===== src/rtl/core/bsc_pkg.sv =====
// Shared types, constants and helpers for the barometric sensor compensation block.
package bsc_pkg;

  localparam int CFG_IDX_W = 3;
  localparam int CFG_DATA_W = 64;

  localparam logic [CFG_IDX_W-1:0] REG_TEMP      = 3'd0;
  localparam logic [CFG_IDX_W-1:0] REG_PRESS_LO  = 3'd1;
  localparam logic [CFG_IDX_W-1:0] REG_PRESS_HI  = 3'd2;
  localparam logic [CFG_IDX_W-1:0] REG_PRESS_HUM = 3'd3;
  localparam logic [CFG_IDX_W-1:0] REG_HUM_OFS   = 3'd4;
  localparam logic [CFG_IDX_W-1:0] REG_HUM_EN    = 3'd5;

  localparam logic [19:0] RAW_OFF20 = 20'h80000;
  localparam logic [15:0] RAW_OFF16 = 16'h8000;

  localparam logic [31:0] K_64000   = 32'd64000;
  localparam logic [31:0] K_1048576 = 32'd1048576;
  localparam logic [31:0] K_3125    = 32'd3125;
  localparam logic [31:0] K_32768   = 32'd32768;
  localparam logic [31:0] K_76800   = 32'd76800;
  localparam logic [31:0] K_2097152 = 32'd2097152;
  localparam logic [31:0] K_8192    = 32'd8192;
  localparam logic [31:0] K_16384   = 32'd16384;
  localparam logic [31:0] K_128     = 32'd128;
  localparam logic [31:0] K_1000    = 32'd1000;
  localparam logic [31:0] HUM_MAX   = 32'd419430400;
  localparam logic [31:0] MM_DIV    = 32'd13333;
  // floor(2^45 / 13333); quotient estimate is low by at most one
  localparam logic [31:0] MM_RECIP  = 32'd2638893879;

  typedef struct packed {
    logic [31:0] t1, t2, t3;
    logic [31:0] p1, p2, p3, p4, p5, p6, p7, p8, p9;
    logic [31:0] h1, h2, h3, h4, h5, h6;
    logic        hum_en;
  } coef_t;

  typedef struct packed {
    logic [31:0] ta;
    logic [31:0] tb;
    logic [19:0] adc_p;
    logic [15:0] adc_h;
    logic        tv;
    logic        pv;
    logic        hv;
  } item_t;

  function automatic logic [31:0] asr(input logic [31:0] x, input int unsigned n);
    asr = $unsigned($signed(x) >>> n);
  endfunction

endpackage


===== src/rtl/core/bsc_front.sv =====
// Input stage: takes raw reading beats, flags disabled channels, forms temperature deltas.
module bsc_front import bsc_pkg::*; (
  input  logic        clk,
  input  logic        rst,
  input  logic        in_valid,
  output logic        in_ready,
  input  logic [19:0] raw_temperature,
  input  logic [19:0] raw_pressure,
  input  logic [15:0] raw_humidity,
  input  coef_t       coef,
  input  logic        push_ok,
  output logic        fv,
  output item_t       fitem
);

  logic tv;

  assign in_ready = !fv || push_ok;
  assign tv = (raw_temperature != RAW_OFF20);

  always_ff @(posedge clk) begin
    if (rst) begin
      fv <= 1'b0;
    end else if (in_valid && in_ready) begin
      fv <= 1'b1;
    end else if (push_ok) begin
      fv <= 1'b0;
    end
  end

  always_ff @(posedge clk) begin
    if (in_valid && in_ready) begin
      fitem.ta    <= ({12'b0, raw_temperature} >> 3) - (coef.t1 << 1);
      fitem.tb    <= ({12'b0, raw_temperature} >> 4) - coef.t1;
      fitem.adc_p <= raw_pressure;
      fitem.adc_h <= raw_humidity;
      fitem.tv    <= tv;
      fitem.pv    <= tv && (raw_pressure != RAW_OFF20);
      fitem.hv    <= tv && coef.hum_en && (raw_humidity != RAW_OFF16);
    end
  end

endmodule


===== config.mk =====
export PLATFORM = sky130hd
export DESIGN_NAME = bsc_front
export DESIGN_NICKNAME = d
export VERILOG_FILES = /design/src/rtl/core/bsc_pkg.sv /design/src/rtl/core/bsc_front.sv
export SDC_FILE = /design/constraint.sdc
export NUM_CORES = 1
export LEC_CHECK = 0
export BUFFER_PORTS_ARGS = -buffer_cell sky130_fd_sc_hd__buf_2
export CAP_MARGIN = 40
export CORE_AREA = 2 2 289 291
export CTS_CLUSTER_SIZE = 28
export DETAILED_ROUTE_END_ITERATION = 10
export DIE_AREA = 0 0 291 293
export HOLD_SLACK_MARGIN = 0.12
export SETUP_SLACK_MARGIN = 0.5
export SLEW_MARGIN = 15
export SYNTH_ARGS = -nofsm -noshare
export SYNTH_HDL_FRONTEND = slang
export SYNTH_SLANG_ARGS = --single-unit
export TNS_END_PERCENT = 5

===== constraint.sdc =====
create_clock -name clk -period 4.9 [get_ports clk]
set_input_delay 0 -clock clk [delete_from_list [all_inputs] [get_ports clk]]
set_output_delay 0 -clock clk [all_outputs]
set_load 0.05 [all_outputs]

==> run_results.csv, run 1 <==
group,metric,value,unit
clock_network,clock_path_buffers,2,
route,route.detailed.drc,0,
power,seqPwrFrac,37.8,%
placement,routabilityCongestion,0.778,
cells_and_area,fillers,9450,
worst_hold_path,hold_path.class,"input port to flip-flop",
global_route,grt_use_total,4.29,%
global_route,antenna_found_initial,11,
worst_setup_path,path_class,"input port to flip-flop",
placement,dpl_cell_area,5840,µm²
floorplan,dieArea,85300,µm²
clock_network,postCtsSetupRepairBufs,0,
logic_synthesis,synthCells,296,
logic_synthesis,ys_ff_latch,73,
floorplan,core_area,81800,µm²
floorplan,dieWidth,291,µm
logic_synthesis,synth-edff-count,72,
worst_setup_path,rrSetupSlack,2.99,ns
sta,tns,0,ns
worst_setup_path,crit_slowest_cell,"a2111oi_4",
sta,clock.fmax,0.301,GHz
sta,hold_viol_final,0,
worst_setup_path,path_cells,"dlygate4sd3_1, buf_2, inv_1, ha_1, nor2b_1, o2111ai_1, a21oi_2, o2111ai_2, a2111oi_4, o2111ai_1, xor2_1, dlygate4sd3_1",
logic_synthesis,synth.distinct_cells,41,
clock_network,path_clk_slew,0.06,ns
logic_synthesis,synth-main-ff-cell,"edfxtp_1",
logic_synthesis,synthArstFlopShare,0,%
power,swShare,36.4,%
cells_and_area,drive_gt1_share,42.1,%
sta,timing.final.crit_share,67.8,%
sta,maxSlewHeadroom,46.9,%
logic_synthesis,ys_seq_area_share,58.6,%
placement,dp_hpwl,15100,µm
sta,drv_slew,0,
clock_network,cts_tree,"built",
sta,tightestPinTransition,0.790,ns
route,detail-route-antenna-nets,0,
global_route,first_global_vias,3286,
logic_synthesis,netlist_area,3720,µm²
logic_synthesis,syn_avg_cell_area,12.6,µm²
worst_setup_path,end_kind,"flip-flop",
route,dr.pass1.iters,5,
power,cell_internal_pwr,1.30,mW
cells_and_area,synthToLayoutAreaGrowth,81.8,%
global_route,grt_max_degree,41,
worst_setup_path,arrival,3.43,ns
logic_synthesis,synthesis.nets,950,
route,wl,18100,µm
clock_network,cts_buffers,9,
power,clkPwrFrac,34.2,%
power,vdd_ir_drop_max,142,µV
route,wl_per_cell,11.2,µm
power,leakage,2.43,nW
route,drt_iter0_markers,161,
route,viasPerCell,2.02,
route,num_vias,3270,
global_route,globalRoute.totalOverflow,0,
worst_setup_path,worstPathMaxFanout,7,
power,p_switching,0.746,mW
floorplan,fp-row-count,105,
floorplan,start_util,4.55,%
clock_network,clkSinkCount,73,
floorplan,die_h,293,µm
sta,fin_hold_ws,0.121,ns
power,comb_power_share,28.0,%
worst_setup_path,start_kind,"input port",
clock_network,cts_resized,0,
clock_network,h-tree-depth,3,
worst_setup_path,crit_family,"compound AO/OA/AOI/OAI gates",
sta,fin_skew,0.00905,ns
placement,post-place-ws,2.14,ns
run,maxCapViolCount,0,
clock_network,clkLatencyLatePin,0.37,ns
outcome,status,"finished, final reports clean",
worst_setup_path,critPathMaxStageDelay,0.69,ns
logic_synthesis,ys_warn_count,0,
cells_and_area,final_util,8.27,%
floorplan,pin_count,742,
placement,io_buffer_count,197,
power,p_per_area,303,nW/µm²
cells_and_area,num-nets-final,1191,
worst_setup_path,crit_buf_inv,4,
clock_network,root_buffer,"clkbuf_16",
cells_and_area,design_area,6770,µm²
sta,setup_viol,0,
sta,fin_crit,3.32,ns
clock_network,hold_buffers,62,
global_route,grt_pass1_wl,24200,µm
worst_setup_path,worstPathRequired,5.01,ns
sta,rsz0062_at_grt,"no",
sta,final.setup.worst_slack,1.58,ns
==> routing by layer <==
layer	GRT usage, %	part of all wire (%)	vias to the layer above	wire length (µm)
li1	-	-	1550	-
met1	4.82	42	1537	7530
met2	6.74	47	136	8480
met3	2.19	8.3	31	1510
met4	1.96	2.8	16	516
met5	0	0.58	-	106
==> cell type report <==
type,count,area [µm²],area share (%)
diodes,3,7.51,0.111
clock buffers,9,225,3.33
clock inverters,7,71.3,1.05
inverters,26,97.6,1.44
multi-input cells,164,1210,17.9
flip-flops and latches,73,2180,32.2
well taps,1070,1340,19.8
repair buffers,263,1640,24.2
==> Yosys cell counts, types with 2 or more instances <==
library cell   n  area [µm²]
and2_1         4        25.0
nor4b_1        3        26.3
buf_4         32         240
nor3_1         8        40.0
and3_1         3        18.8
o2111ai_1      2        17.5
a21oi_2        2        17.5
nand2_1       12        45.0
nor2_1        12        45.0
o31ai_1        2        15.0
edfxtp_1      72        2160
a311oi_1       3        26.3
or3_1          3        18.8
a21boi_0       2        15.0
nor4_1        14        87.6
xor2_1        11        96.3
a21oi_1       13        65.1
nor2b_1        3        18.8
inv_1         26        97.6
nand4_1        2        12.5
nand3_1        3        15.0
a21o_1         3        22.5
nand2b_1       2        12.5
xnor2_1       17         149
ha_1          16         200
o21ai_0        4        20.0
o211ai_1       2        15.0
o21a_1         4        30.0
o21ai_1        4        20.0
==> through the flow <==
stage	cells	power, mW
6_report	1615	2.05
5_1_grt	1613	2.14
4_1_cts	1611	2.09
3_5_place_dp	1533	1.32
3_3_place_gp	1531	1.32
2_1_floorplan	296	1.18
==> power groups by stage <==
stage          combinational [mW]  clock [mW]  sequential, mW
2_1_floorplan               0.241           0           0.938
3_3_place_gp                0.532           0           0.789
3_5_place_dp                0.537           0           0.787
4_1_cts                     0.582       0.732           0.776
5_1_grt                     0.608       0.747           0.781
6_report                    0.575       0.701           0.775
==> final timing paths <==
kind / depth (start not counted) / to / startpoint
worst max register to register: 3 / fitem[81] / fv
worst min register to register: 2 / fitem[19] / fv
worst min-delay path: 2 / fitem[90] / coef[563]
worst max-delay path: 12 / fitem[70] / coef[546]
==> worst register-to-register path, stage by stage (launching register included) <==
cell	delay, ns
dfxtp_1	0.31
nand2b_1	0.11
and2_4	0.45
buf_4	0.59
==> flip-flops by register name, summed over array words and instances (netlist names) <==
register / count
fitem: 72
fv: 1
==> cells by family (layout without fill, tap and decap cells) <==
logic type	count (synthesis)	count (layout)	share of synthesized area, %
flip-flops	73	73	58.6
AND/OR/NAND/NOR	73	73	10.7
buffers and inverters	59	305	9.17
AO/OA/AOI/OAI	46	46	9.07
XOR/XNOR	28	28	6.58
adder cells (fa/ha/maj)	17	17	5.91
other	0	3	0
==> layout by cell type (no fill, tap or decap), drive strengths merged, types with 2 or more instances in the layout <==
| cell | count |
|---|---|
| diode | 3 |
| nand3 | 3 |
| o21ai | 8 |
| o2111ai | 3 |
| nor4 | 14 |
| clkbuf | 9 |
| a21oi | 15 |
| a21o | 4 |
| buf | 200 |
| o21a | 4 |
| dlygate4sd3 | 62 |
| nor2b | 3 |
| inv | 26 |
| ha | 16 |
| clkinvlp | 3 |
| o211ai | 2 |
| xor2 | 11 |
| and3 | 3 |
| nor2 | 12 |
| nand2b | 2 |
| and2 | 4 |
| nor4b | 3 |
| nand2 | 13 |
| nand4 | 2 |
| nor3 | 8 |
| o31ai | 2 |
| edfxtp | 72 |
| a21boi | 2 |
| xnor2 | 17 |
| clkinv | 3 |
| or3 | 4 |
| a311oi | 3 |
No activity file was read; power rests on OpenSTA's default activity.
==> run 2, diff against run 1 <==
Settings changed: CORE_AREA 2 2 289 291 to 2 2 286 288, DIE_AREA 0 0 291 293 to 0 0 288 290.
Clock period 4.9 ns to 2.9 ns, I/O delays scaled along.
==> run_results.csv, run 2 (same netlist as run 1, synthesis figures left out) <==
group,metric,value,unit
outcome,status,"finished, final reports clean",
power,totalPowerFinal,3.38,mW
route,drt_iter0_markers,130,
floorplan,dieWidth,288,µm
worst_setup_path,critPathMaxStageDelay,0.58,ns
sta,drv_slew,0,
worst_setup_path,worstPathMaxFanout,7,
floorplan,core_area,80200,µm²
sta,setup_viol,0,
clock_network,cts_tree,"built",
route,wl_per_cell,10.4,µm
sta,tns,0,ns
placement,post-place-cells,1528,
placement,post-place-ws,0.477,ns
route,dr.pass1.iters,4,
floorplan,start_util,4.65,%
clock_network,root_buffer,"clkbuf_16",
global_route,first_global_vias,3294,
cells_and_area,final_common_cell,"buf_2",
cells_and_area,drive_gt1_share,42.1,%
clock_network,clkSinkCount,73,
worst_setup_path,start_kind,"input port",
route,wl,16600,µm
sta,rsz0062_at_grt,"yes",
worst_setup_path,crit_slowest_cell,"dlygate4sd3_1",
route,num_vias,3201,
sta,final.setup.worst_slack,0.557,ns
sta,maxSlewHeadroom,61.7,%
cells_and_area,top_regs,"fitem (72), fv (1)",
route,detail-route-antenna-nets,0,
power,vdd_ir_drop_max,400,µV
sta,fin_crit,2.34,ns
floorplan,dieArea,83500,µm²
sta,timing.final.crit_share,80.8,%
clock_network,cts_buffers,9,
clock_network,h-tree-depth,3,
route,route.detailed.drc,0,
worst_setup_path,arrival,2.44,ns
worst_setup_path,crit_buf_inv,3,
global_route,antenna_found_initial,4,
clock_network,path_clk_slew,0.06,ns
cells_and_area,fillers,9374,
sta,fin_hold_ws,0.112,ns
cells_and_area,largest_reg_flops,72,
sta,hold_viol_final,0,
clock_network,clkLatencyLatePin,0.36,ns
placement,routabilityCongestion,0.827,
global_route,grt_use_total,3.99,%
cells_and_area,n_antenna_cell,0,
power,leakage,2.43,nW
sta,clock.fmax,0.427,GHz
sta,tightestPinTransition,0.574,ns
clock_network,cts_resized,0,
floorplan,die_h,290,µm
cells_and_area,finalNonFillerCells,1602,
sta,fin_skew,0.00917,ns
cells_and_area,seqCellArea,2180,µm²
floorplan,fp-row-count,104,
global_route,grt_max_degree,38,
global_route,globalRoute.totalOverflow,0,
worst_hold_path,hold_path.class,"input port to flip-flop",
worst_setup_path,rrSetupSlack,1.27,ns
placement,dp_hpwl,13300,µm
route,viasPerCell,2.00,
worst_setup_path,path_cells,"buf_2, dlygate4sd3_1, fa_1, nor2b_1, o211ai_1, nand2_1, a311o_1, a21oi_2, buf_4, nor3_1, xnor2_1",
cells_and_area,largest_register,"fitem",
power,p_per_area,503,nW/µm²
clock_network,postCtsSetupRepairBufs,0,
cells_and_area,synthToLayoutAreaGrowth,80.5,%
worst_setup_path,worstPathRequired,3.00,ns
cells_and_area,multi_input_area,1200,µm²
global_route,grt_pass1_wl,22900,µm
worst_setup_path,crit_family,"buffers and inverters",
floorplan,pin_count,742,
worst_setup_path,end_kind,"flip-flop",
cells_and_area,layout_common_cells,"197 x buf_2, 72 x edfxtp_1, 58 x dlygate4sd3_1, 26 x inv_1, 17 x xnor2_1",
cells_and_area,num-nets-final,1191,
clock_network,clock_path_buffers,2,
worst_setup_path,path_class,"input port to flip-flop",
placement,io_buffer_count,197,
run,maxCapViolCount,0,
run 2: cell count changes in the layout (fill, tap and decap cells not counted), sizes merged:
| cell | delta |
|---|---|
| buf | +4 |
| clkinvlp | -2 |
| dlygate4sd3 | -4 |
| inv | +2 |
| clkinv | +1 |
| diode | -3 |
| bufinv | -1 |
run 2: repair_timing:
action,4_1_cts,5_1_grt
setup endpoints to repair,0,5
hold buffers,57,1
endpoints found under the hold margin,56,1
run 2: cell type report:
class / count / area share (%)
sequential: 73 / 32.5
timing repair buffer: 263 / 24.4
tap: 1060 / 19.7
multi-input combinational: 164 / 17.9
clock buffer: 9 / 3.35
inverter: 26 / 1.45
clock inverter: 7 / 0.670
run 2: metal layers:
metal	global-route usage, %	vias up	part of all wire, %
met4	1.54	6	2.1
met3	1.42	21	7.9
met5	0	-	0.25
li1	-	1539	-
met1	4.64	1477	42
met2	6.64	158	48
run 2: path summary, 6_finish.rpt:
kind	end	cells past startpoint	startpoint
hold reg to reg	fitem[96]	2	fv
setup / recovery	fitem[96]	11	coef[546]
hold / removal	fitem[90]	2	coef[563]
setup reg to reg	fitem[5]	3	fv
run 2: power by group:
| group | switching [mW] | internal, mW |
|---|---|---|
| clock | 0.519 | 0.580 |
| sequential | 0.0413 | 1.26 |
| combinational | 0.698 | 0.278 |
run 2: per-stage QoR:
| step | instance area [µm²] | util [%] |
|---|---|---|
| 2_1_floorplan | 3730 | - |
| 3_3_place_gp | 5860 | 7.31 |
| 3_5_place_dp | 5870 | 7.33 |
| 4_1_cts | 6710 | 8.37 |
| 5_1_grt | 6720 | 8.39 |
| 6_report | 6720 | 8.39 |
run 2: worst register-to-register path, delay by kind of cell (launching register included):
| kind | cells | cell delay [ns] |
|---|---|---|
| buffers and inverters | 1 | 0.32 |
| DFF | 1 | 0.32 |
| and+or+nand+nor | 2 | 0.65 |
