`src/rtl/core/bsc_pkg.sv`:
```
// Shared types, constants and helpers for the barometric sensor compensation block.
package bsc_pkg;

  localparam int CFG_IDX_W = 3;
  localparam int CFG_DATA_W = 64;

  localparam logic [CFG_IDX_W-1:0] REG_TEMP      = 3'd0;
  localparam logic [CFG_IDX_W-1:0] REG_PRESS_LO  = 3'd1;
  localparam logic [CFG_IDX_W-1:0] REG_PRESS_HI  = 3'd2;
  localparam logic [CFG_IDX_W-1:0] REG_PRESS_HUM = 3'd3;
  localparam logic [CFG_IDX_W-1:0] REG_HUM_OFS   = 3'd4;
  localparam logic [CFG_IDX_W-1:0] REG_HUM_EN    = 3'd5;

  localparam logic [19:0] RAW_OFF20 = 20'h80000;
  localparam logic [15:0] RAW_OFF16 = 16'h8000;

  localparam logic [31:0] K_64000   = 32'd64000;
  localparam logic [31:0] K_1048576 = 32'd1048576;
  localparam logic [31:0] K_3125    = 32'd3125;
  localparam logic [31:0] K_32768   = 32'd32768;
  localparam logic [31:0] K_76800   = 32'd76800;
  localparam logic [31:0] K_2097152 = 32'd2097152;
  localparam logic [31:0] K_8192    = 32'd8192;
  localparam logic [31:0] K_16384   = 32'd16384;
  localparam logic [31:0] K_128     = 32'd128;
  localparam logic [31:0] K_1000    = 32'd1000;
  localparam logic [31:0] HUM_MAX   = 32'd419430400;
  localparam logic [31:0] MM_DIV    = 32'd13333;
  // floor(2^45 / 13333); quotient estimate is low by at most one
  localparam logic [31:0] MM_RECIP  = 32'd2638893879;

  typedef struct packed {
    logic [31:0] t1, t2, t3;
    logic [31:0] p1, p2, p3, p4, p5, p6, p7, p8, p9;
    logic [31:0] h1, h2, h3, h4, h5, h6;
    logic        hum_en;
  } coef_t;

  typedef struct packed {
    logic [31:0] ta;
    logic [31:0] tb;
    logic [19:0] adc_p;
    logic [15:0] adc_h;
    logic        tv;
    logic        pv;
    logic        hv;
  } item_t;

  function automatic logic [31:0] asr(input logic [31:0] x, input int unsigned n);
    asr = $unsigned($signed(x) >>> n);
  endfunction

endpackage

```
`src/rtl/core/bsc_fifo.sv`:
```
// Short queue of classified beats between front and back.
module bsc_fifo import bsc_pkg::*; #(
  parameter int DEPTH = 4
) (
  input  logic  clk,
  input  logic  rst,
  input  logic  push,
  input  item_t push_item,
  output logic  full,
  input  logic  pop,
  output logic  q_valid,
  output item_t q_item
);

  localparam int AW = (DEPTH > 1) ? $clog2(DEPTH) : 1;
  localparam int CW = $clog2(DEPTH + 1);
  localparam logic [AW-1:0] LAST = AW'(DEPTH - 1);

  item_t         mem [DEPTH];
  logic [AW-1:0] wr_ptr, rd_ptr;
  logic [CW-1:0] cnt;

  assign full    = (cnt == CW'(DEPTH));
  assign q_valid = (cnt != '0);
  assign q_item  = mem[rd_ptr];

  always_ff @(posedge clk) begin
    if (rst) begin
      wr_ptr <= '0;
      rd_ptr <= '0;
      cnt    <= '0;
    end else begin
      if (push) begin
        wr_ptr <= (wr_ptr == LAST) ? '0 : wr_ptr + 1'b1;
      end
      if (pop) begin
        rd_ptr <= (rd_ptr == LAST) ? '0 : rd_ptr + 1'b1;
      end
      if (push && !pop) begin
        cnt <= cnt + 1'b1;
      end else if (pop && !push) begin
        cnt <= cnt - 1'b1;
      end
    end
  end

  always_ff @(posedge clk) begin
    if (push) begin
      mem[wr_ptr] <= push_item;
    end
  end

endmodule

```
`config.mk`:
```
export PLATFORM = sky130hd
export DESIGN_NAME = bsc_fifo
export DESIGN_NICKNAME = d
export VERILOG_FILES = /design/src/rtl/core/bsc_pkg.sv /design/src/rtl/core/bsc_fifo.sv
export SDC_FILE = /design/constraint.sdc
export NUM_CORES = 1
export LEC_CHECK = 0
export BUFFER_PORTS_ARGS = -buffer_cell sky130_fd_sc_hd__buf_2
export CORE_MARGIN = 1
export CORE_UTILIZATION = 40
export DETAILED_ROUTE_END_ITERATION = 7
export GPL_ROUTABILITY_DRIVEN = 0
export REMOVE_ABC_BUFFERS = 1
export SLEW_MARGIN = 20
export SYNTH_ARGS = -nofsm -noshare
export SYNTH_HDL_FRONTEND = slang
export SYNTH_SLANG_ARGS = --single-unit
```
`constraint.sdc`:
```
create_clock -name clk -period 3.7 [get_ports clk]
set_input_delay 0.185 -clock clk [delete_from_list [all_inputs] [get_ports clk]]
set_output_delay 0.185 -clock clk [all_outputs]
set_load 0.02 [all_outputs]
```
==> results of run 1 <==
per-stage QoR:
| step | setup WS, ns | util | hold WS [ns] |
|---|---|---|---|
| 6_report | 1.05 | 0.514 | 0.0347 |
| 5_1_grt | 0.842 | 0.514 | 0.0681 |
| 4_1_cts | 0.926 | 0.514 | 0.00562 |
| 3_5_place_dp | 1.51 | 0.451 | 0.402 |
| 3_3_place_gp | 1.50 | 0.451 | 0.399 |
| 2_1_floorplan | -1.50 | - | 0.254 |
registers in the layout (all words and copies together) (netlist names), named ones only:
name    flops
rd_ptr      2
cnt         3
mem       412
wr_ptr      2
where the power goes:
part	internal (mW)	total [mW]	switching, mW
registers	5.46	5.54	0.0722
clock network	2.35	4.02	1.68
logic	0.470	1.07	0.604
total	8.28	10.6	2.35
worst register-to-register path: stages (launching register included):
cell,delay (ns)
dfxtp_1,0.40
ha_1,0.20
and2_4,0.58
buf_12,0.44
area by class of cell:
class | instances | area share
Clock inverter | 25 | 0.00826
Multi-Input combinational cell | 134 | 0.133
Timing Repair Buffer | 328 | 0.118
Sequential cell | 421 | 0.647
Inverter | 4 | 0.000774
Antenna cell | 3 | 0.000387
Tap cell | 511 | 0.0330
Clock buffer | 53 | 0.0596
Yosys cell counts (all sizes together):
| cell type | number | area share |
|---|---|---|
| nor2 | 7 | 0.0017 |
| and2 | 4 | 0.0016 |
| a21oi | 2 | 0.00065 |
| xor2 | 2 | 0.0011 |
| ha | 6 | 0.0049 |
| buf | 23 | 0.016 |
| fa | 1 | 0.0013 |
| edfxtp | 412 | 0.80 |
| mux4 | 103 | 0.15 |
| mux2i | 4 | 0.0026 |
| nor3b | 2 | 0.00098 |
| inv | 4 | 0.00098 |
| dfxtp | 9 | 0.012 |
| or3 | 2 | 0.00081 |
| o21ai | 1 | 0.00033 |
cells by family (layout without fill, tap and decap cells):
kind of cell               count (synthesis)  in the layout  share of synthesized area
and+or+nand+nor                           15             15                    0.00513
adders and majority gates                  7              7                    0.00618
other                                      0              3                          0
xor gates and xnor gates                   2              2                    0.00114
AOI/OAI and AO/OA                          3              3                   0.000976
DFF                                      421            421                      0.816
muxes                                    107            107                      0.153
buffers and inverters                     27            410                     0.0169
routing by layer:
layer / global-route usage / vias up
met5: 0 / -
met4: 0.0471 / 0
met2: 0.245 / 189
met1: 0.209 / 3723
met3: 0.0361 / 47
li1: - / 3217
layout by cell type (no fill, tap or decap):
cell | Yosys | layout
a21oi_1 | 2 | 2
and2_4 | 0 | 4
buf_12 | 8 | 7
buf_2 | 8 | 211
buf_4 | 3 | 5
bufinv_16 | 0 | 2
clkbuf_1 | 0 | 8
clkbuf_16 | 0 | 45
clkinv_1 | 0 | 12
clkinv_2 | 0 | 11
dfxtp_1 | 9 | 7
dfxtp_4 | 0 | 2
diode_2 | 0 | 3
dlygate4sd3_1 | 0 | 105
edfxtp_1 | 412 | 412
fa_1 | 1 | 1
ha_1 | 6 | 6
inv_1 | 4 | 4
mux2i_1 | 4 | 4
mux4_2 | 103 | 103
nor2_1 | 7 | 7
nor3b_1 | 2 | 2
o21ai_0 | 1 | 1
or3_1 | 2 | 2
xor2_1 | 2 | 2
worst max path at each step:
stage / from / to / slack [ns] / depth (start not counted)
global placement: flip-flop / q_item[0] / 1.50 / 3
global route: flip-flop / q_item[59] / 0.84 / 3
CTS: flip-flop / q_item[58] / 0.93 / 3
detailed placement: flip-flop / q_item[58] / 1.51 / 3
finish: flip-flop / q_item[68] / 1.05 / 3
floorplan: flip-flop / q_item[0] / -1.50 / 1
what timing repair did:
item,CTS,global route
hold buffers,105,0
endpoints found under the hold margin,421,0
setup buffers,0,0
==> out/summary.txt, run 1 <==
outcome: complete, no violations
H-tree depth: 2
Worst Clk Skew: 0.0122 ns
grt ovf: 0
CTS tree: yes
row cnt: 71
#FFs+latches synth: 421
worst path bufs/invs: 2
core area: 37,800 sq um
Slew HR: 0.429
min cycle time layout: 2.65 ns
Power Total: 10.6 mW
Multi-input gate area: 2580 sq um
width of the die: 198 microns
metal2 WL: 13,900 microns
Area Overhead vs Synth: 26.1%
Top Metal Used: met4
first-pass GRT wire length: 44,700 microns
final hold vios: 0
largest net degree at the start of global routing: 63
actual slew at the worst max-slew pin: 0.857 ns
crit-path max cell delay: 0.76 ns
post-synthesis sequential area ratio: 0.816
IO buf count: 211
setup_tns: 0 ns
Die ar.: 39,200 sq um
pwr/cell area: 548 nW/um^2
Pleak: 6.57 nW
CTS resizes: 0
Non-Filler Instances: 1,479
wl on met1: 13,300 microns
clk_lat worst skew: 0.53 ns
RR Endpoint: mem[3][51]
CTS sink cnt: 421
Pre-antenna DRT Iters: 4
hold path cells: 3
Max VDD drop: 0.000281 V
Max FO, Critical Path: 39
Synth Instances: 582
Residual DRC: 0
unrepaired setup endpoints after global routing: false
crit-path leading delay family: flip-flops
WP data arrival: 2.47 ns
WP data required: 3.51 ns
final setup fails: 0
R2R cell count: 3
vias in the first global route: 7,749
DR WL met3: 1710 microns
Hold Crit Start: push
die height: 198 microns
crit end category: output port
Worst Setup Start Kind: flip-flop
Inserted Clock Buffers: 43
share of cells above drive strength 1: 0.404
Cells after DPL: 1,293
worst hold-check path type: input port to flip-flop
DR vias/cell: 4.85
root buf cell: clkbuf_16
register area: 12,600 sq um
Longest Clk Path Bufs: 3
Initial Utilization: 0.407
YS warnings: 0
Total Wirelength: 29,500 microns
Clk pin slew, worst setup/hold paths: 0.06 ns
cell with the largest stage delay on the worst path: dfxtp_4
Tcrit/Tclk final: 0.717
hpwl dp: 17,400 microns
Final Instance Area: 19,400 sq um
post-route ant nets: 0
Crit Path Category: flip-flop to output port
worst r2r src: wr_ptr[0]
Post-DP Area: 17,000 sq um
hold-critical path endpoint: wr_ptr[1]
post-synthesis cell type count: 19
area of the mapped netlist: 15,400 sq um
r2r setup slk: 1.68 ns
Max Fclk: 0.377 GHz
Routed WL per cell: 19.9 microns
vias after detailed routing: 7,176
FILL cells: 3,024
critical path cell sequence: buf_12 > mux4_2 > buf_2
max-slew violations: 0
max-cap check violation count: 0
DRT iter0 DRCs: 389
GR Util All Layers: 0.153
antenna violations before repair: 3
Ports: 212
nets@finish: 1,046
Avg Inst Size Synth: 26.4 sq um
Note: power is estimated with default switching activity, not from simulation.
==> run 2: changes to the inputs <==
==> constraint.sdc (replaced) <==
create_clock -name clk -period 2.25 [get_ports clk]
set_input_delay 0.1125 -clock clk [delete_from_list [all_inputs] [get_ports clk]]
set_output_delay 0.1125 -clock clk [all_outputs]
set_load 0.02 [all_outputs]
==> run 2 against run 1 <==
Effect of this change: critical path depth grew 1; critical endpoint is now q_item[59]; core utilization grew 0.56 points; global-route usage grew 0.35 points; clock power grew 62%; total power grew 64%; wire length grew 1.0%; design area grew 1.1%; count of clock-buffer cells in the layout grew 5; via count grew 0.21%.
==> out/summary.txt, run 2 (synthesis gave the netlist of run 1 again) <==
share of cells above drive strength 1: 0.403 (was 0.404)
Routed WL per cell: 20.0 microns (was 19.9 microns)
nets@finish: 1,059 (was 1,046)
setup ws final: 0.0932 ns (was 1.05 ns)
final hold vios: 0 (unchanged)
DR vias/cell: 4.83 (was 4.85)
Worst Clk Skew: 0.0117 ns (was 0.0122 ns)
Pleak: 6.65 nW (was 6.57 nW)
H-tree depth: 2 (unchanged)
Area Overhead vs Synth: 27.5% (was 26.1%)
GR Util All Layers: 0.157 (was 0.153)
WP data required: 2.14 ns (was 3.51 ns)
Ports: 212 (unchanged)
clock share of power: 0.373 (was 0.378)
Residual DRC: 0 (unchanged)
root buf cell: clkbuf_16 (unchanged)
outcome: complete, no violations (unchanged)
Crit Path Category: flip-flop to output port (unchanged)
CTS sink cnt: 421 (unchanged)
Longest Clk Path Bufs: 3 (unchanged)
internal power: 13.6 mW (was 8.28 mW)
Setup Slack @ Placement: 0.607 ns (was 1.51 ns)
setup bufs post-CTS: 0 (unchanged)
Clk pin slew, worst setup/hold paths: 0.06 ns (about the same)
width of the die: 198 microns (unchanged)
hpwl dp: 17,100 microns (was 17,400 microns)
post-route ant nets: 0 (unchanged)
clk_lat worst skew: 0.55 ns (was 0.53 ns)
Max FO, Critical Path: 15 (was 39)
Pre-antenna DRT Iters: 4 (unchanged)
Max VDD drop: 0.000773 V (was 0.000281 V)
Comb power frac: 0.107 (was 0.101)
Slew HR: 0.695 (was 0.429)
Min Hold Slack: 0.308 ns (was 0.0347 ns)
utilization after layout: 0.519 (was 0.514)
largest net degree at the start of global routing: 64 (was 63)
core area: 37,800 sq um (unchanged)
die height: 198 microns (unchanged)
unrepaired setup endpoints after global routing: true (was false)
crit end category: output port (unchanged)
vias in the first global route: 7,786 (was 7,749)
max-slew violations: 0 (unchanged)
CTS tree: yes (unchanged)
max-cap check violation count: 0 (unchanged)
NetSw: 3.86 mW (was 2.35 mW)
actual slew at the worst max-slew pin: 0.457 ns (was 0.857 ns)
Initial Utilization: 0.407 (unchanged)
Total Wirelength: 29,800 microns (was 29,500 microns)
largest registers: mem (412), cnt (3) (unchanged)
max FFs per register: 412 (unchanged)
pwr/cell area: 889 nW/um^2 (was 548 nW/um^2)
first-pass GRT wire length: 45,200 microns (was 44,700 microns)
grt ovf: 0 (unchanged)
Most flops, register: mem (unchanged)
WP data arrival: 2.04 ns (was 2.47 ns)
commonest cells after routing, fill and taps aside: 412 x edfxtp_1, 210 x buf_2, 106 x dlygate4sd3_1 (was 412 x edfxtp_1, 211 x buf_2, 105 x dlygate4sd3_1)
sequential power share: 0.520 (was 0.521)
worst hold-check path type: input port to flip-flop (unchanged)
crit-path max cell delay: 0.52 ns (was 0.76 ns)
Tcrit/Tclk final: 0.959
IO buf count: 211 (unchanged)
Worst Setup Start Kind: flip-flop (unchanged)
cell with the largest stage delay on the worst path: mux4_2 (was dfxtp_4)
final setup fails: 0 (unchanged)
antenna violations before repair: 1 (was 3)
most common cell after layout, fill and taps aside: edfxtp_1 (unchanged)
Die ar.: 39,200 sq um (unchanged)
Max Fclk: 0.464 GHz
critical path cell sequence: buf_12 > buf_16 > mux4_2 > buf_2 (was buf_12 > mux4_2 > buf_2)
DRT iter0 DRCs: 375 (was 389)
Inserted Clock Buffers: 44 (was 43)
row cnt: 71 (unchanged)
vias after detailed routing: 7,191 (was 7,176)
FILL cells: 2,985 (was 3,024)
Sw Share: 0.222 (was 0.221)
min cycle time layout: 2.16 ns
==> run 2: final cells by class <==
| class | instances | area [sq um] | area share |
|---|---|---|---|
| repair buffers | 340 | 2540 | 0.130 |
| well taps | 511 | 639 | 0.0326 |
| clock buffers | 58 | 1170 | 0.0599 |
| diodes | 1 | 2.50 | 0.000128 |
| clock inverters | 19 | 103 | 0.00523 |
| inverters | 4 | 15.0 | 0.000766 |
| multi-input cells | 134 | 2580 | 0.131 |
| flip-flops and latches | 421 | 12600 | 0.640 |
==> run 2: worst max-delay path: cells and delay by family, from the launching register on <==
family / cells / cell delay (ns)
buffers and inverters: 3 / 0.56
muxes: 1 / 0.52
DFF: 1 / 0.38
==> run 2: layer usage <==
layer,wire (microns),part of all wire,track usage,vias to the layer above
met5,0,0,0,-
met4,535,0.018,0.0436,0
met3,1680,0.057,0.0455,41
met2,14500,0.49,0.253,173
met1,13100,0.44,0.207,3735
li1,-,-,-,3242
==> run 2: worst paths after layout <==
| path | from | slack [ns] | end | cells past startpoint |
|---|---|---|---|---|
| setup / recovery | flip-flop | 0.09 | q_item[59] | 4 |
| hold / removal | push_item[17] | 0.31 | mem[3][17] | 2 |
| setup reg to reg | wr_ptr[1] | 0.65 | mem[1][82] | 4 |
| hold reg to reg | cnt[2] | 0.52 | cnt[2] | 2 |
==> run 2: metrics by stage <==
step                instances  area, sq um  total power [mW]  TNS [ns]
detailed placement       1303        17200              11.0         0
finish                   1488        19600              17.4         0
CTS                      1486        19600              17.7         0
floorplan                 559        15100              10.3   -765.89
global route             1488        19600              18.1   -0.0293
global placement         1303        17200              10.9         0
==> run 2: what timing repair did <==
action | 4_1_cts | 5_1_grt
hold buffers | 106 | 0
gates resized for setup | 0 | 4
endpoints found under the setup margin | 0 | 6
endpoints found under the hold margin | 421 | 0
==> run 2: power by group through the flow <==
stage	registers, mW	logic (mW)	clock network [mW]
5_1_grt	9.10	2.01	6.99
6_report	9.07	1.86	6.50
4_1_cts	9.07	1.89	6.74
2_1_floorplan	9.33	0.965	0
3_5_place_dp	9.23	1.73	0
3_3_place_gp	9.22	1.72	0
==> run 3: changes to the inputs <==
--- a/config.mk
+++ b/config.mk
@@ -5,6 +5,7 @@
 export SDC_FILE = /design/constraint.sdc
 export NUM_CORES = 1
 export LEC_CHECK = 0
+export ABC_AREA = 1
 export BUFFER_PORTS_ARGS = -buffer_cell sky130_fd_sc_hd__buf_2
 export CORE_MARGIN = 1
 export CORE_UTILIZATION = 40
==> run 3 against run 2 <==
Effect of this change: maximum frequency is 0.58% lower; die area up 1.9%; combinational power up 11%; synthesized cell count up 81%.
==> out/summary.txt, run 3 <==
crit end category: output port (unchanged)
DR vias/cell: 5.00 (was 4.83)
Synth area leaders: edfxtp_1 79%, o21ai_0 6.5%, nor2_1 5.1% (was edfxtp_1 80%, mux4_2 15%, dfxtp_1 1.2%)
area share of the largest cell type after synthesis: 0.789 (was 0.804)
worst path bufs/invs: 3 (unchanged)
CTS sink cnt: 421 (unchanged)
CTS tree: yes (unchanged)
WP data arrival: 2.06 ns (was 2.04 ns)
Final Instance Area: 19,800 sq um (was 19,600 sq um)
H-tree depth: 2 (unchanged)
area of the mapped netlist: 15,700 sq um (was 15,400 sq um)
Avg Inst Size Synth: 14.8 sq um (was 26.4 sq um)
Initial Utilization: 0.406 (was 0.407)
WP data required: 2.14 ns (about the same)
pwr/cell area: 898 nW/um^2 (was 889 nW/um^2)
#FFs+latches synth: 421 (unchanged)
most common cell after layout, fill and taps aside: edfxtp_1 (unchanged)
cell with the largest stage delay on the worst path: dfxtp_4 (was mux4_2)
RR Endpoint: mem[2][3] (was mem[1][82])
hold-critical path endpoint: mem[1][62] (was mem[3][17])
Synth Instances: 1,056 (was 582)
clk_lat worst skew: 0.56 ns (was 0.55 ns)
Max VDD drop: 0.000683 V (was 0.000773 V)
commonest cells after routing, fill and taps aside: 412 x edfxtp_1, 215 x nor2_1, 211 x buf_2 (was 412 x edfxtp_1, 210 x buf_2, 106 x dlygate4sd3_1)
unrepaired setup endpoints after global routing: true (unchanged)
width of the die: 200 microns (was 198 microns)
Residual DRC: 0 (unchanged)
Clk pin slew, worst setup/hold paths: 0.06 ns (about the same)
max FFs per register: 412 (unchanged)
Tcrit/Tclk final: 0.964 (was 0.959)
hold path cells: 2 (unchanged)
Synth async-reset ratio: 0 (unchanged)
Max Fclk: 0.461 GHz (was 0.464 GHz)
actual slew at the worst max-slew pin: 0.531 ns (was 0.457 ns)
die height: 200 microns (was 198 microns)
cell taking the most area after synthesis: edfxtp_1 (unchanged)
Slew HR: 0.646 (was 0.695)
nets@finish: 1,493 (was 1,059)
cell with the most instances after synthesis: edfxtp_1 (unchanged)
outcome: complete, no violations (unchanged)
Pre-antenna DRT Iters: 5 (was 4)
first-pass GRT wire length: 53,100 microns (was 45,200 microns)
Max FO, Critical Path: 23 (was 15)
max-cap check violation count: 0 (unchanged)
Area Overhead vs Synth: 26.4% (was 27.5%)
GR Util All Layers: 0.175 (was 0.157)
Post-DP Area: 17,400 sq um (was 17,200 sq um)
vias in the first global route: 9,527 (was 7,786)
Ports: 212 (unchanged)
utilization after layout: 0.513 (was 0.519)
Longest Clk Path Bufs: 3 (unchanged)
grt ovf: 0 (unchanged)
share of cells above drive strength 1: 0.218 (was 0.403)
critical path cell sequence: clkinv_2 > buf_4 > o21ai_0 > o22ai_1 > buf_2 (was buf_12 > buf_16 > mux4_2 > buf_2)
Inserted Clock Buffers: 44 (unchanged)
post-synthesis sequential area ratio: 0.801 (was 0.816)
Worst Setup Start Kind: flip-flop (unchanged)
largest net degree at the start of global routing: 104 (was 64)
CP Depth: 5 (was 4)
Die ar.: 40,000 sq um (was 39,200 sq um)
post-route ant nets: 0 (unchanged)
R2R cell count: 5 (was 4)
crit-path max cell delay: 0.35 ns (was 0.52 ns)
YS warnings: 0 (unchanged)
Routed WL per cell: 18.1 microns (was 20.0 microns)
max-slew violations: 0 (unchanged)
worst r2r src: wr_ptr[0] (was wr_ptr[1])
core area: 38,600 sq um (was 37,800 sq um)
crit-path leading delay family: buffers and inverters (unchanged)
Worst Clk Skew: 0.0140 ns (was 0.0117 ns)
Most flops, register: mem (unchanged)
post-synthesis cell type count: 20 (was 19)
vias after detailed routing: 9,629 (was 7,191)
r2r setup slk: 0.64 ns (was 0.65 ns)
FILL cells: 3,258 (was 2,985)
Post-synth EDFFs: 412 (unchanged)
ys flop type: edfxtp_1 (unchanged)
final hold vios: 0 (unchanged)
Post-synth top cells: 412 x edfxtp_1, 215 x nor2_1, 203 x o21ai_0 (was 412 x edfxtp_1, 103 x mux4_2, 9 x dfxtp_1)
root buf cell: clkbuf_16 (unchanged)
Hold Crit Start: push_item[62] (was push_item[17])
Multi-input gate area: 2680 sq um (was 2580 sq um)
Pleak: 6.98 nW (was 6.65 nW)
IO buf count: 211 (unchanged)
hpwl dp: 19,200 microns (was 17,100 microns)
setup bufs post-CTS: 0 (unchanged)
min cycle time layout: 2.17 ns (was 2.16 ns)
Crit Path Category: flip-flop to output port (unchanged)
register area: 12,600 sq um (unchanged)
row cnt: 72 (was 71)
Total Wirelength: 34,800 microns (was 29,800 microns)
final setup fails: 0 (unchanged)
largest registers: mem (412), cnt (3) (unchanged)
antenna violations before repair: 4 (was 1)
worst hold-check path type: input port to flip-flop (unchanged)
DRT iter0 DRCs: 544 (was 375)
## run 3: cell types whose count changed in the layout (fill, tap and decap cells not counted), sizes merged, moves of 9 or more
cell    delta
nor2     +208
o21ai    +208
mux4     -103
o22ai    +103
inv       +11
clkbuf    -10
nand2      +9
## run 3: worst max path at each step
| stage | end | slack [ns] |
|---|---|---|
| floorplan | q_item[0] | -2.95 |
| global placement | q_item[10] | 0.60 |
| detailed placement | q_item[52] | 0.57 |
| CTS | q_item[10] | -0.01 |
| global route | q_item[10] | -0.06 |
| finish | q_item[10] | 0.08 |
## run 3: kinds of logic after synthesis
logic type,synth area share
and+or+nand+nor,0.0553
AOI/OAI and AO/OA,0.109
adders and majority gates,0.00606
xor gates and xnor gates,0.000559
buffers and inverters,0.0287
DFF,0.801
## run 3: report_power, final
part / switching (mW) / internal [mW]
Combinational: 1.36 / 0.709
Sequential: 0.0753 / 8.96
Clock: 2.83 / 3.85
Total: 4.26 / 13.5
## run 3: cell type report
class | instances | share of cell area
repair buffers | 344 | 0.128
inverters | 16 | 0.00385
multi-input cells | 552 | 0.135
diodes | 4 | 0.000505
flip-flops and latches | 421 | 0.634
clock inverters | 23 | 0.00846
well taps | 518 | 0.0327
clock buffers | 49 | 0.0576
## run 3: metrics by stage
step	setup WS, ns	TNS [ns]	total power [mW]	cells	hold slack, ns
2_1_floorplan	-2.95	-621.69	10.3	989	0.185
3_3_place_gp	0.603	0	11.1	1744	0.325
3_5_place_dp	0.574	0	11.2	1744	0.328
4_1_cts	-0.0100	-0.0299	18.0	1923	0.264
5_1_grt	-0.0641	-0.878	18.5	1926	0.295
6_report	0.0806	0	17.8	1927	0.303
## run 3: routing by layer
layer / global-route usage / up-vias / part of all wire
met5: 0 / - / 0
met4: 0.0580 / 0 / 0.018
met1: 0.228 / 4732 / 0.44
li1: - / 4642 / -
met3: 0.0452 / 40 / 0.063
met2: 0.287 / 215 / 0.48
## run 3: timing repair
action                                  in CTS  in global routing
pin swaps                                    0                  0
resized for setup                            1                  2
hold buffers                               107                  0
hold endpoints to repair                   421                  0
endpoints found under the setup margin       8                 49
## run 3: worst register-to-register path, stage by stage (launching register included)
cell and delay [ns]:
dfxtp_1 0.35, inv_1 0.10, ha_1 0.14, nand2_1 0.08, inv_4 0.30, buf_12 0.29
